`config.mk`:
```
export PLATFORM = sky130hd
export DESIGN_NAME = pid_controller_antiwindup
export DESIGN_NICKNAME = d
export VERILOG_FILES = /design/src/rtl/pidaw_pkg.sv /design/src/rtl/pid_controller_antiwindup.sv
export SDC_FILE = /design/constraint.sdc
export NUM_CORES = 2
export LEC_CHECK = 0
export BUFFER_PORTS_ARGS = -buffer_cell sky130_fd_sc_hd__buf_4
export CELL_PAD_IN_SITES_DETAIL_PLACEMENT = 1
export CELL_PAD_IN_SITES_GLOBAL_PLACEMENT = 2
export CORE_ASPECT_RATIO = 0.5
export CORE_MARGIN = 10
export CORE_UTILIZATION = 30
export DETAILED_ROUTE_END_ITERATION = 7
export GPL_TIMING_DRIVEN = 1
export PLACE_DENSITY = 0.6
export SLEW_MARGIN = 10
export SYNTH_ARGS = -nofsm -noshare
export SYNTH_HDL_FRONTEND = slang
export SYNTH_SLANG_ARGS = --single-unit
```
`constraint.sdc`:
```
create_clock -name clk -period 21.5 [get_ports clk]
set_input_delay 3.225 -clock clk [delete_from_list [all_inputs] [get_ports clk]]
set_output_delay 3.225 -clock clk [all_outputs]
set_load 0.005 [all_outputs]
```
`src/rtl/pidaw_pkg.sv`:
```
`timescale 1ns / 1ps
// ----------------------------------------------------------------------------
// pidaw_pkg
// Types, register indexes, saturation helpers and the control program of the
// anti-windup PID controller.
// ----------------------------------------------------------------------------
package pidaw_pkg;

  localparam int DATA_W   = 32;
  localparam int CFG_IDX_W = 4;
  localparam int STEP_W   = 4;

  typedef logic signed [DATA_W-1:0]   q_t;
  typedef logic signed [DATA_W+1:0]   wide_t;   // exact sum of up to three q_t
  typedef logic [DATA_W-2:0]          uq31_t;
  typedef logic [STEP_W-1:0]          step_t;

  // derivative clamp bound, Q16.16
  localparam q_t DERIV_LIMIT = 32'sh7FFF_FFFF;

  localparam wide_t SAT_MAX = 34'sh0_7FFF_FFFF;
  localparam wide_t SAT_MIN = 34'sh3_8000_0000;

  // configuration register indexes
  localparam logic [CFG_IDX_W-1:0] REG_PROP_GAIN        = 4'd0;
  localparam logic [CFG_IDX_W-1:0] REG_INTEGRAL_GAIN_DT = 4'd1;
  localparam logic [CFG_IDX_W-1:0] REG_DERIV_GAIN       = 4'd2;
  localparam logic [CFG_IDX_W-1:0] REG_INVERSE_PERIOD   = 4'd3;
  localparam logic [CFG_IDX_W-1:0] REG_FEEDFORWARD_GAIN = 4'd4;
  localparam logic [CFG_IDX_W-1:0] REG_INTEGRAL_LIMIT   = 4'd5;
  localparam logic [CFG_IDX_W-1:0] REG_OUTPUT_MIN       = 4'd6;
  localparam logic [CFG_IDX_W-1:0] REG_OUTPUT_MAX       = 4'd7;

  typedef enum logic [2:0] {
    ALU_NOP,
    ALU_SUB_SAT,    // sat(a - b)
    ALU_ADD_SAT,    // sat(a + b)
    ALU_MOVE,       // a
    ALU_ACC_CLAMP,  // clamp(sat(a + b), -integral_limit, integral_limit)
    ALU_DCLAMP,     // clamp(a, -DERIV_LIMIT, DERIV_LIMIT)
    ALU_AW_HI,      // pull integral down so prop + integral <= output_max
    ALU_AW_LO       // pull integral up so prop + integral >= output_min
  } alu_op_t;

  typedef enum logic [3:0] {
    SRC_ZERO, SRC_SP, SRC_MEAS, SRC_LAST, SRC_RATE,
    SRC_Q, SRC_T, SRC_PROP, SRC_INTEG
  } src_t;

  typedef enum logic [2:0] {
    DST_NONE, DST_ERR, DST_T, DST_PROP, DST_INTEG, DST_D
  } dst_t;

  typedef enum logic [1:0] { MA_FF, MA_KP, MA_KI, MA_D } mul_a_t;
  typedef enum logic [1:0] { MB_SP, MB_ERR, MB_INVP, MB_KD } mul_b_t;

  typedef enum logic { JMP_NONE, JMP_IF_FIRST } jmp_t;

  typedef struct packed {
    alu_op_t alu_op;
    src_t    src_a;
    src_t    src_b;
    dst_t    dst;
    logic    mul_en;
    mul_a_t  mul_a;
    mul_b_t  mul_b;
    jmp_t    jmp;
    step_t   jmp_to;
    logic    last;     // final step: form drive and retire the item
  } ctrl_word_t;

  localparam step_t STEP_ANTIWINDUP = 4'd9;

  function automatic q_t sat32(input wide_t v);
    if (v > SAT_MAX) begin
      return SAT_MAX[DATA_W-1:0];
    end else if (v < SAT_MIN) begin
      return SAT_MIN[DATA_W-1:0];
    end
    return v[DATA_W-1:0];
  endfunction

  function automatic wide_t wext(input q_t v);
    return {{2{v[DATA_W-1]}}, v};
  endfunction

  function automatic ctrl_word_t mk(input alu_op_t op, input src_t a, input src_t b,
                                    input dst_t d, input logic me, input mul_a_t ma,
                                    input mul_b_t mb, input jmp_t j, input step_t jt,
                                    input logic l);
    ctrl_word_t w;
    w.alu_op = op;
    w.src_a  = a;
    w.src_b  = b;
    w.dst    = d;
    w.mul_en = me;
    w.mul_a  = ma;
    w.mul_b  = mb;
    w.jmp    = j;
    w.jmp_to = jt;
    w.last   = l;
    return w;
  endfunction

  // control program
  function automatic ctrl_word_t ucode_rom(input step_t s);
    ctrl_word_t w;
    w = mk(ALU_NOP, SRC_ZERO, SRC_ZERO, DST_NONE, 1'b0, MA_FF, MB_SP,
           JMP_NONE, '0, 1'b0);
    case (s)
      4'd0:  w = mk(ALU_SUB_SAT, SRC_SP, SRC_MEAS, DST_ERR, 1'b1, MA_FF, MB_SP,
                    JMP_NONE, '0, 1'b0);
      4'd1:  w = mk(ALU_MOVE, SRC_Q, SRC_ZERO, DST_T, 1'b1, MA_KP, MB_ERR,
                    JMP_NONE, '0, 1'b0);
      4'd2:  w = mk(ALU_ADD_SAT, SRC_T, SRC_Q, DST_PROP, 1'b1, MA_KI, MB_ERR,
                    JMP_NONE, '0, 1'b0);
      4'd3:  w = mk(ALU_ACC_CLAMP, SRC_INTEG, SRC_Q, DST_INTEG, 1'b0, MA_FF, MB_SP,
                    JMP_IF_FIRST, STEP_ANTIWINDUP, 1'b0);
      4'd4:  w = mk(ALU_SUB_SAT, SRC_MEAS, SRC_LAST, DST_D, 1'b0, MA_FF, MB_SP,
                    JMP_NONE, '0, 1'b0);
      4'd5:  w = mk(ALU_NOP, SRC_ZERO, SRC_ZERO, DST_NONE, 1'b1, MA_D, MB_INVP,
                    JMP_NONE, '0, 1'b0);
      4'd6:  w = mk(ALU_SUB_SAT, SRC_RATE, SRC_Q, DST_D, 1'b0, MA_FF, MB_SP,
                    JMP_NONE, '0, 1'b0);
      4'd7:  w = mk(ALU_NOP, SRC_ZERO, SRC_ZERO, DST_NONE, 1'b1, MA_D, MB_KD,
                    JMP_NONE, '0, 1'b0);
      4'd8:  w = mk(ALU_DCLAMP, SRC_Q, SRC_ZERO, DST_D, 1'b0, MA_FF, MB_SP,
                    JMP_NONE, '0, 1'b0);
      4'd9:  w = mk(ALU_AW_HI, SRC_PROP, SRC_INTEG, DST_INTEG, 1'b0, MA_FF, MB_SP,
                    JMP_NONE, '0, 1'b0);
      4'd10: w = mk(ALU_AW_LO, SRC_PROP, SRC_INTEG, DST_INTEG, 1'b0, MA_FF, MB_SP,
                    JMP_NONE, '0, 1'b0);
      4'd11: w = mk(ALU_NOP, SRC_ZERO, SRC_ZERO, DST_NONE, 1'b0, MA_FF, MB_SP,
                    JMP_NONE, '0, 1'b1);
      default: w = mk(ALU_NOP, SRC_ZERO, SRC_ZERO, DST_NONE, 1'b0, MA_FF, MB_SP,
                      JMP_NONE, '0, 1'b1);
    endcase
    return w;
  endfunction

endpackage

```
`src/rtl/pid_controller_antiwindup.sv`:
```
`timescale 1ns / 1ps
// ----------------------------------------------------------------------------
// pid_controller_antiwindup
// Q16.16 PID controller with feedforward, clamped integral and derivative,
// and anti-windup, run by a microcoded sequencer over one shared multiplier.
// ----------------------------------------------------------------------------
// Usage:
//   in_*   : one word per control sample. tdata = measured, setpoint,
//            setpoint_rate; tuser = restart.
//   out_*  : one word per sample, the clamped drive value.
//   cfg_*  : register writes (index 0..7, others ignored), always ready;
//            write only while no sample is in flight.
// Timing:
//   A sample is taken while the sequencer is idle, then the program runs
//   12 steps (7 on the first sample after reset or with restart set, the
//   derivative steps are jumped over). The drive word appears the cycle after
//   the final step. The 32x32 multiplier is shared by all five products and
//   each product is registered before use, which sets the step count.
// Reset:
//   Registers take their reset values, integral and last measured clear, and
//   the next sample counts as a first sample.
// Stall:
//   A drive word waits in the output register; if it is not yet taken when
//   the next sample reaches its final step, the sequencer holds there.
// ----------------------------------------------------------------------------
module pid_controller_antiwindup (
  input  logic                             clk,
  input  logic                             rst_n,
  input  logic                             in_tvalid,
  output logic                             in_tready,
  // [31:0] measured, [63:32] setpoint, [95:64] setpoint_rate
  input  logic [95:0]                      in_tdata,
  // [0] restart
  input  logic [0:0]                       in_tuser,
  output logic                             out_tvalid,
  input  logic                             out_tready,
  // [31:0] drive
  output logic [31:0]                      out_tdata,
  input  logic                             cfg_valid,
  output logic                             cfg_ready,
  input  logic [pidaw_pkg::CFG_IDX_W-1:0]  cfg_index,
  input  logic [31:0]                      cfg_data
);
  import pidaw_pkg::*;

  typedef enum logic [1:0] {
    ST_IDLE = 2'b01,
    ST_RUN  = 2'b10
  } state_t;

  // configuration
  q_t    prop_gain_r, ki_dt_r, deriv_gain_r, ff_gain_r, out_min_r, out_max_r;
  uq31_t inv_period_r, int_limit_r;

  // persistent state
  q_t   integ_r, last_meas_r;
  logic first_r;

  // per-sample working registers
  q_t   meas_r, sp_r, rate_r, err_r, t_r, prop_r, d_r, drive_r;
  logic restart_r;
  logic signed [2*DATA_W-1:0] prod_r;

  state_t state_r, state_nxt;
  step_t  step_r, step_nxt;
  logic   out_valid_r, out_valid_nxt;

  ctrl_word_t cw;
  logic   run, stall, exec, fire_out, in_acc, jump;
  q_t     q_val, alu_a, alu_b, alu_res, mul_a, mul_b;
  wide_t  sum_ab, diff_ab, sum3;
  q_t     neg_lim;

  assign in_tready  = (state_r == ST_IDLE);
  assign in_acc     = in_tvalid & in_tready;
  assign cfg_ready  = 1'b1;
  assign out_tvalid = out_valid_r;
  assign out_tdata  = drive_r;

  assign cw       = ucode_rom(step_r);
  assign run      = (state_r == ST_RUN);
  assign stall    = cw.last & out_valid_r & ~out_tready;
  assign exec     = run & ~stall;
  assign fire_out = exec & cw.last;
  assign jump     = (cw.jmp == JMP_IF_FIRST) & (first_r | restart_r);

  // product >>> 16 saturated to 32 bits
  always_comb begin
    if (prod_r[2*DATA_W-1:DATA_W+15] == {(DATA_W-15){1'b0}} ||
        prod_r[2*DATA_W-1:DATA_W+15] == {(DATA_W-15){1'b1}}) begin
      q_val = prod_r[DATA_W+15:16];
    end else if (prod_r[2*DATA_W-1]) begin
      q_val = SAT_MIN[DATA_W-1:0];
    end else begin
      q_val = SAT_MAX[DATA_W-1:0];
    end
  end

  // operand selection
  always_comb begin
    case (cw.src_a)
      SRC_SP:    alu_a = sp_r;
      SRC_MEAS:  alu_a = meas_r;
      SRC_LAST:  alu_a = last_meas_r;
      SRC_RATE:  alu_a = rate_r;
      SRC_Q:     alu_a = q_val;
      SRC_T:     alu_a = t_r;
      SRC_PROP:  alu_a = prop_r;
      SRC_INTEG: alu_a = integ_r;
      default:   alu_a = '0;
    endcase
    case (cw.src_b)
      SRC_SP:    alu_b = sp_r;
      SRC_MEAS:  alu_b = meas_r;
      SRC_LAST:  alu_b = last_meas_r;
      SRC_RATE:  alu_b = rate_r;
      SRC_Q:     alu_b = q_val;
      SRC_T:     alu_b = t_r;
      SRC_PROP:  alu_b = prop_r;
      SRC_INTEG: alu_b = integ_r;
      default:   alu_b = '0;
    endcase
    case (cw.mul_a)
      MA_FF:   mul_a = ff_gain_r;
      MA_KP:   mul_a = prop_gain_r;
      MA_KI:   mul_a = ki_dt_r;
      default: mul_a = d_r;
    endcase
    case (cw.mul_b)
      MB_SP:   mul_b = sp_r;
      MB_ERR:  mul_b = err_r;
      MB_INVP: mul_b = {1'b0, inv_period_r};
      default: mul_b = deriv_gain_r;
    endcase
  end

  // ALU
  assign sum_ab  = wext(alu_a) + wext(alu_b);
  assign diff_ab = wext(alu_a) - wext(alu_b);
  assign neg_lim = -{1'b0, int_limit_r};
  assign sum3    = wext(prop_r) + wext(integ_r) + wext(d_r);

  always_comb begin
    q_t acc;
    acc = sat32(sum_ab);
    case (cw.alu_op)
      ALU_SUB_SAT: alu_res = sat32(diff_ab);
      ALU_ADD_SAT: alu_res = acc;
      ALU_MOVE:    alu_res = alu_a;
      ALU_ACC_CLAMP: begin
        if (acc < neg_lim) begin
          alu_res = neg_lim;
        end else if (acc > $signed({1'b0, int_limit_r})) begin
          alu_res = {1'b0, int_limit_r};
        end else begin
          alu_res = acc;
        end
      end
      ALU_DCLAMP: begin
        if (alu_a < -DERIV_LIMIT) begin
          alu_res = -DERIV_LIMIT;
        end else if (alu_a > DERIV_LIMIT) begin
          alu_res = DERIV_LIMIT;
        end else begin
          alu_res = alu_a;
        end
      end
      ALU_AW_HI: begin
        if (out_min_r != out_max_r && sum_ab > wext(out_max_r)) begin
          alu_res = sat32(wext(out_max_r) - wext(alu_a));
        end else begin
          alu_res = alu_b;
        end
      end
      ALU_AW_LO: begin
        if (out_min_r != out_max_r && sum_ab < wext(out_min_r)) begin
          alu_res = sat32(wext(out_min_r) - wext(alu_a));
        end else begin
          alu_res = alu_b;
        end
      end
      default: alu_res = alu_b;
    endcase
  end

  // sequencer
  always_comb begin
    state_nxt     = state_r;
    step_nxt      = step_r;
    out_valid_nxt = out_valid_r & ~out_tready;
    case (state_r)
      ST_IDLE: begin
        if (in_acc) begin
          state_nxt = ST_RUN;
          step_nxt  = '0;
        end
      end
      ST_RUN: begin
        if (exec) begin
          if (cw.last) begin
            state_nxt     = ST_IDLE;
            out_valid_nxt = 1'b1;
          end else if (jump) begin
            step_nxt = cw.jmp_to;
          end else begin
            step_nxt = step_r + step_t'(1);
          end
        end
      end
      default: state_nxt = ST_IDLE;
    endcase
  end

  always_ff @(posedge clk) begin
    if (!rst_n) begin
      state_r      <= ST_IDLE;
      step_r       <= '0;
      out_valid_r  <= 1'b0;
      first_r      <= 1'b1;
      integ_r      <= '0;
      last_meas_r  <= '0;
      prop_gain_r  <= '0;
      ki_dt_r      <= '0;
      deriv_gain_r <= '0;
      inv_period_r <= uq31_t'(65536);
      ff_gain_r    <= '0;
      int_limit_r  <= '0;
      out_min_r    <= '0;
      out_max_r    <= '0;
    end else begin
      state_r     <= state_nxt;
      step_r      <= step_nxt;
      out_valid_r <= out_valid_nxt;
      if (exec && cw.dst == DST_INTEG) begin
        integ_r <= alu_res;
      end
      if (fire_out) begin
        first_r     <= 1'b0;
        last_meas_r <= meas_r;
      end
      if (cfg_valid && cfg_ready) begin
        case (cfg_index)
          REG_PROP_GAIN:        prop_gain_r  <= cfg_data;
          REG_INTEGRAL_GAIN_DT: ki_dt_r      <= cfg_data;
          REG_DERIV_GAIN:       deriv_gain_r <= cfg_data;
          REG_INVERSE_PERIOD:   inv_period_r <= cfg_data[DATA_W-2:0];
          REG_FEEDFORWARD_GAIN: ff_gain_r    <= cfg_data;
          REG_INTEGRAL_LIMIT:   int_limit_r  <= cfg_data[DATA_W-2:0];
          REG_OUTPUT_MIN:       out_min_r    <= cfg_data;
          REG_OUTPUT_MAX:       out_max_r    <= cfg_data;
          default: ;
        endcase
      end
    end
  end

  // datapath, no reset
  always_ff @(posedge clk) begin
    if (in_acc) begin
      meas_r    <= in_tdata[31:0];
      sp_r      <= in_tdata[63:32];
      rate_r    <= in_tdata[95:64];
      restart_r <= in_tuser[0];
      d_r       <= '0;   // stays zero when the derivative steps are skipped
    end else if (exec) begin
      case (cw.dst)
        DST_ERR:  err_r  <= alu_res;
        DST_T:    t_r    <= alu_res;
        DST_PROP: prop_r <= alu_res;
        DST_D:    d_r    <= alu_res;
        default: ;
      endcase
    end
    if (exec && cw.mul_en) begin
      prod_r <= mul_a * mul_b;
    end
    if (fire_out) begin
      // exact three-term sum, min checked first
      if (sum3 < wext(out_min_r)) begin
        drive_r <= out_min_r;
      end else if (sum3 > wext(out_max_r)) begin
        drive_r <= out_max_r;
      end else begin
        drive_r <= sum3[DATA_W-1:0];
      end
    end
  end

endmodule
```
==> flow_summary.ini <==
[setup_path]
r2r_cells = 32
critPathCaptureType = register
worstPathMaxFanout = 60
slowest_stage = o21ai_0
timing.rr.start = cw[20]
rrSetupSlack_ns = 8.78
path_class = register to register
critPathRequiredTime_ns = 21.88
timing.rr.end = t_r[22]
cp-start-kind = register
worst_ep_arrival_time_ns = 13.10
cp_common_cell = buf_4
cpPeakStageDelay_ns = 1.01

[timing]
min_period_over_period_pct = 59.2
finalHoldViolations = 0
worst_hold_slack_ns = 0.458
drv_slew = 0
fin_crit_ns = 12.72
tns_ns = 0
max_freq_ghz = 0.0786
rsz0062_at_grt = no
setup_viol = 0
finClkSkew_ns = 0.0417
worstMarginPinSlew_ns = 1.34
slew_headroom_pct = 10.8

[route]
drt_iter0_drc = 6422
wl_per_cell_um = 33.0
drc = 0
ant_nets = 0
viasPerCell = 5.44
dr.pass1.iters = 8
detail_route.wirelength_um = 425000
vias = 70175

[grt]
antenna_found_initial = 35
grt_pass1_wl_um = 595000
grt.total_usage_pct = 28.4
grt_pass1_vias = 73683
overflow = 0
grt_max_degree = 105

[power_and_ir_drop]
p_leak_nw = 37.5
p_per_area_nw_per_um2 = 55.2
irDropWorstVdd_mv = 0.0601

[clock_network]
numCtsBuffers = 78
ctsHoldBuffers = 0
h-tree-depth = 3
cts-resized-gates = 0
clock-sinks = 651
clkSlewWorstSetupHoldPaths_ns = 0.07
cts_setup_buffers = 0
cts_root_buf = clkbuf_16
clockBufferDepth = 3
cts_tree = done
clk_latency_ns = 0.74

[place]
hpwl_um = 336000
post-place-cells = 12747
place_congestion = 1.03
io_buffers = 171

[floorplanning]
dieHeight_um = 389
die_width_um = 757
fp-row-count = 135
io-pin-count = 173
coreArea_sq_um = 271000
die-area_sq_um = 294000
initial_core_util_pct = 30.1

[finish]
nFillCells = 31376
final_net_count = 10994
layout.cells.non_filler = 12903
multi_input_area_sq_um = 58500
area_delta_synth_final_pct = 10.2
layout-drive-gt1-share_pct = 7.60
seq_area_sq_um = 15800

[yosys]
async_reset_ff_share_pct = 0
synthTopCellsByCount = 1592 x nand2_1, 1441 x inv_1, 1118 x fa_1, 540 x ha_1, 452 x nor2_1
synth_largest_area_cell = fa_1
synth_edf_count = 273
ys_warn_count = 0
synth_area_leaders = fa_1 27%, edfxtp_1 10%, dfxtp_1 9.3%
netlist_instances = 9263
netlist_area_sq_um = 81600
synth_top_flop_cell = dfxtp_1
ys_seq_area_share_pct = 19.3
synth.distinct_cells = 100
synth-seq-cells = 651
syn-num-nets = 11059
yosysTopAreaCellShare_pct = 27.4
synth_area_per_cell_sq_um = 8.81
synth.most_common_cell = nand2_1

[worst_hold_path]
hold_start = first_r
whs_path_depth = 2
min_to = first_r
hold_class = register to register

[job]
maxCapViolCount = 0

[run_status]
status = finished, final reports clean
-- placed cells by master (no fill, tap or decap), drive strengths merged, types with 273 or more instances in the layout --
| cell type | count |
|---|---|
| edfxtp | 273 |
| a21oi | 395 |
| a21boi | 300 |
| nand2 | 1592 |
| dfxtp | 378 |
| buf | 380 |
| fa | 1118 |
| inv | 1450 |
| ha | 540 |
| nor2 | 453 |
-- per-layer routing --
layer	part of all wire (%)	vias up	global-route usage, %
met5	0.010	-	0
met4	5.1	8	11.3
met3	6.4	578	4.83
met2	44	2403	44.9
met1	44	36955	38.6
li1	-	30231	-
-- metrics by stage --
stage	utilization [%]	total power, mW	area, sq um	worst slack, ns
6_report	33.2	4.96	89800	8.78
5_1_grt	33.2	5.20	89800	8.39
4_1_cts	33.2	4.95	89800	9.16
3_5_place_dp	32.2	3.51	87100	9.23
3_3_place_gp	32.2	3.51	87100	9.70
2_1_floorplan	-	2.60	81600	11.88
-- how the worst max path moves through the flow --
stage	to	from	slack [ns]
detailed placement	integ_r[23]	cw[20]	9.23
global route	prop_r[3]	cw[20]	8.39
floorplan	prod_r[52]	cw[6]	11.88
CTS	t_r[3]	cw[20]	9.16
finish	t_r[22]	cw[20]	8.78
global placement	t_r[13]	cw[20]	9.70
-- area by class of cell --
cell class              instances  share of cell area, %
diodes                         10                 0.0279
repair buffers                381                   3.19
clock inverters                44                  0.606
clock buffers                 101                   2.39
multi-input cells            6640                   65.1
inverters                    1446                   6.04
flip-flops and latches        651                   17.6
well taps                    3630                   5.06
-- sequential cells by signal (all words and copies together) (netlist names), 2 cells and up --
signal,flops
ff_gain_r,32
ki_dt_r,32
out_tdata,32
inv_period_r,31
int_limit_r,31
last_meas_r,32
meas_r,32
t_r,32
rate_r,32
d_r,32
cw,20
sp_r,32
prop_r,32
step_r,4
deriv_gain_r,32
prop_gain_r,32
integ_r,32
err_r,32
out_max_r,32
out_min_r,32
state_r,2
prod_r,48
-- worst max-delay path: cells and delay by family, from the launching register on --
kind,cells,cell delay (ns)
flops,1,0.32
buf+inv,8,2.82
simple gates,4,1.10
fa+ha+maj,3,1.13
compound gates,17,6.80
-- logic make-up after synthesis --
group / Yosys count / share of synthesized area [%]
buffers and inverters: 1972 / 9.29
AO/OA/AOI/OAI: 1734 / 14.6
adder cells (fa/ha/maj): 1679 / 36.0
other: 1 / 0.00460
flip-flops: 651 / 19.3
multiplexers: 158 / 2.83
AND/OR/NAND/NOR: 2806 / 15.2
XOR/XNOR: 262 / 2.81
-- where the power goes --
group          leakage, nW  switching, mW  total [mW]  internal [mW]
logic                 30.6           1.47        2.12          0.650
clock network         1.30          0.622        1.43          0.805
registers             5.56         0.0471        1.41           1.36
total                 37.5           2.14        4.96           2.82
Note: power is estimated with default switching activity, not from simulation.
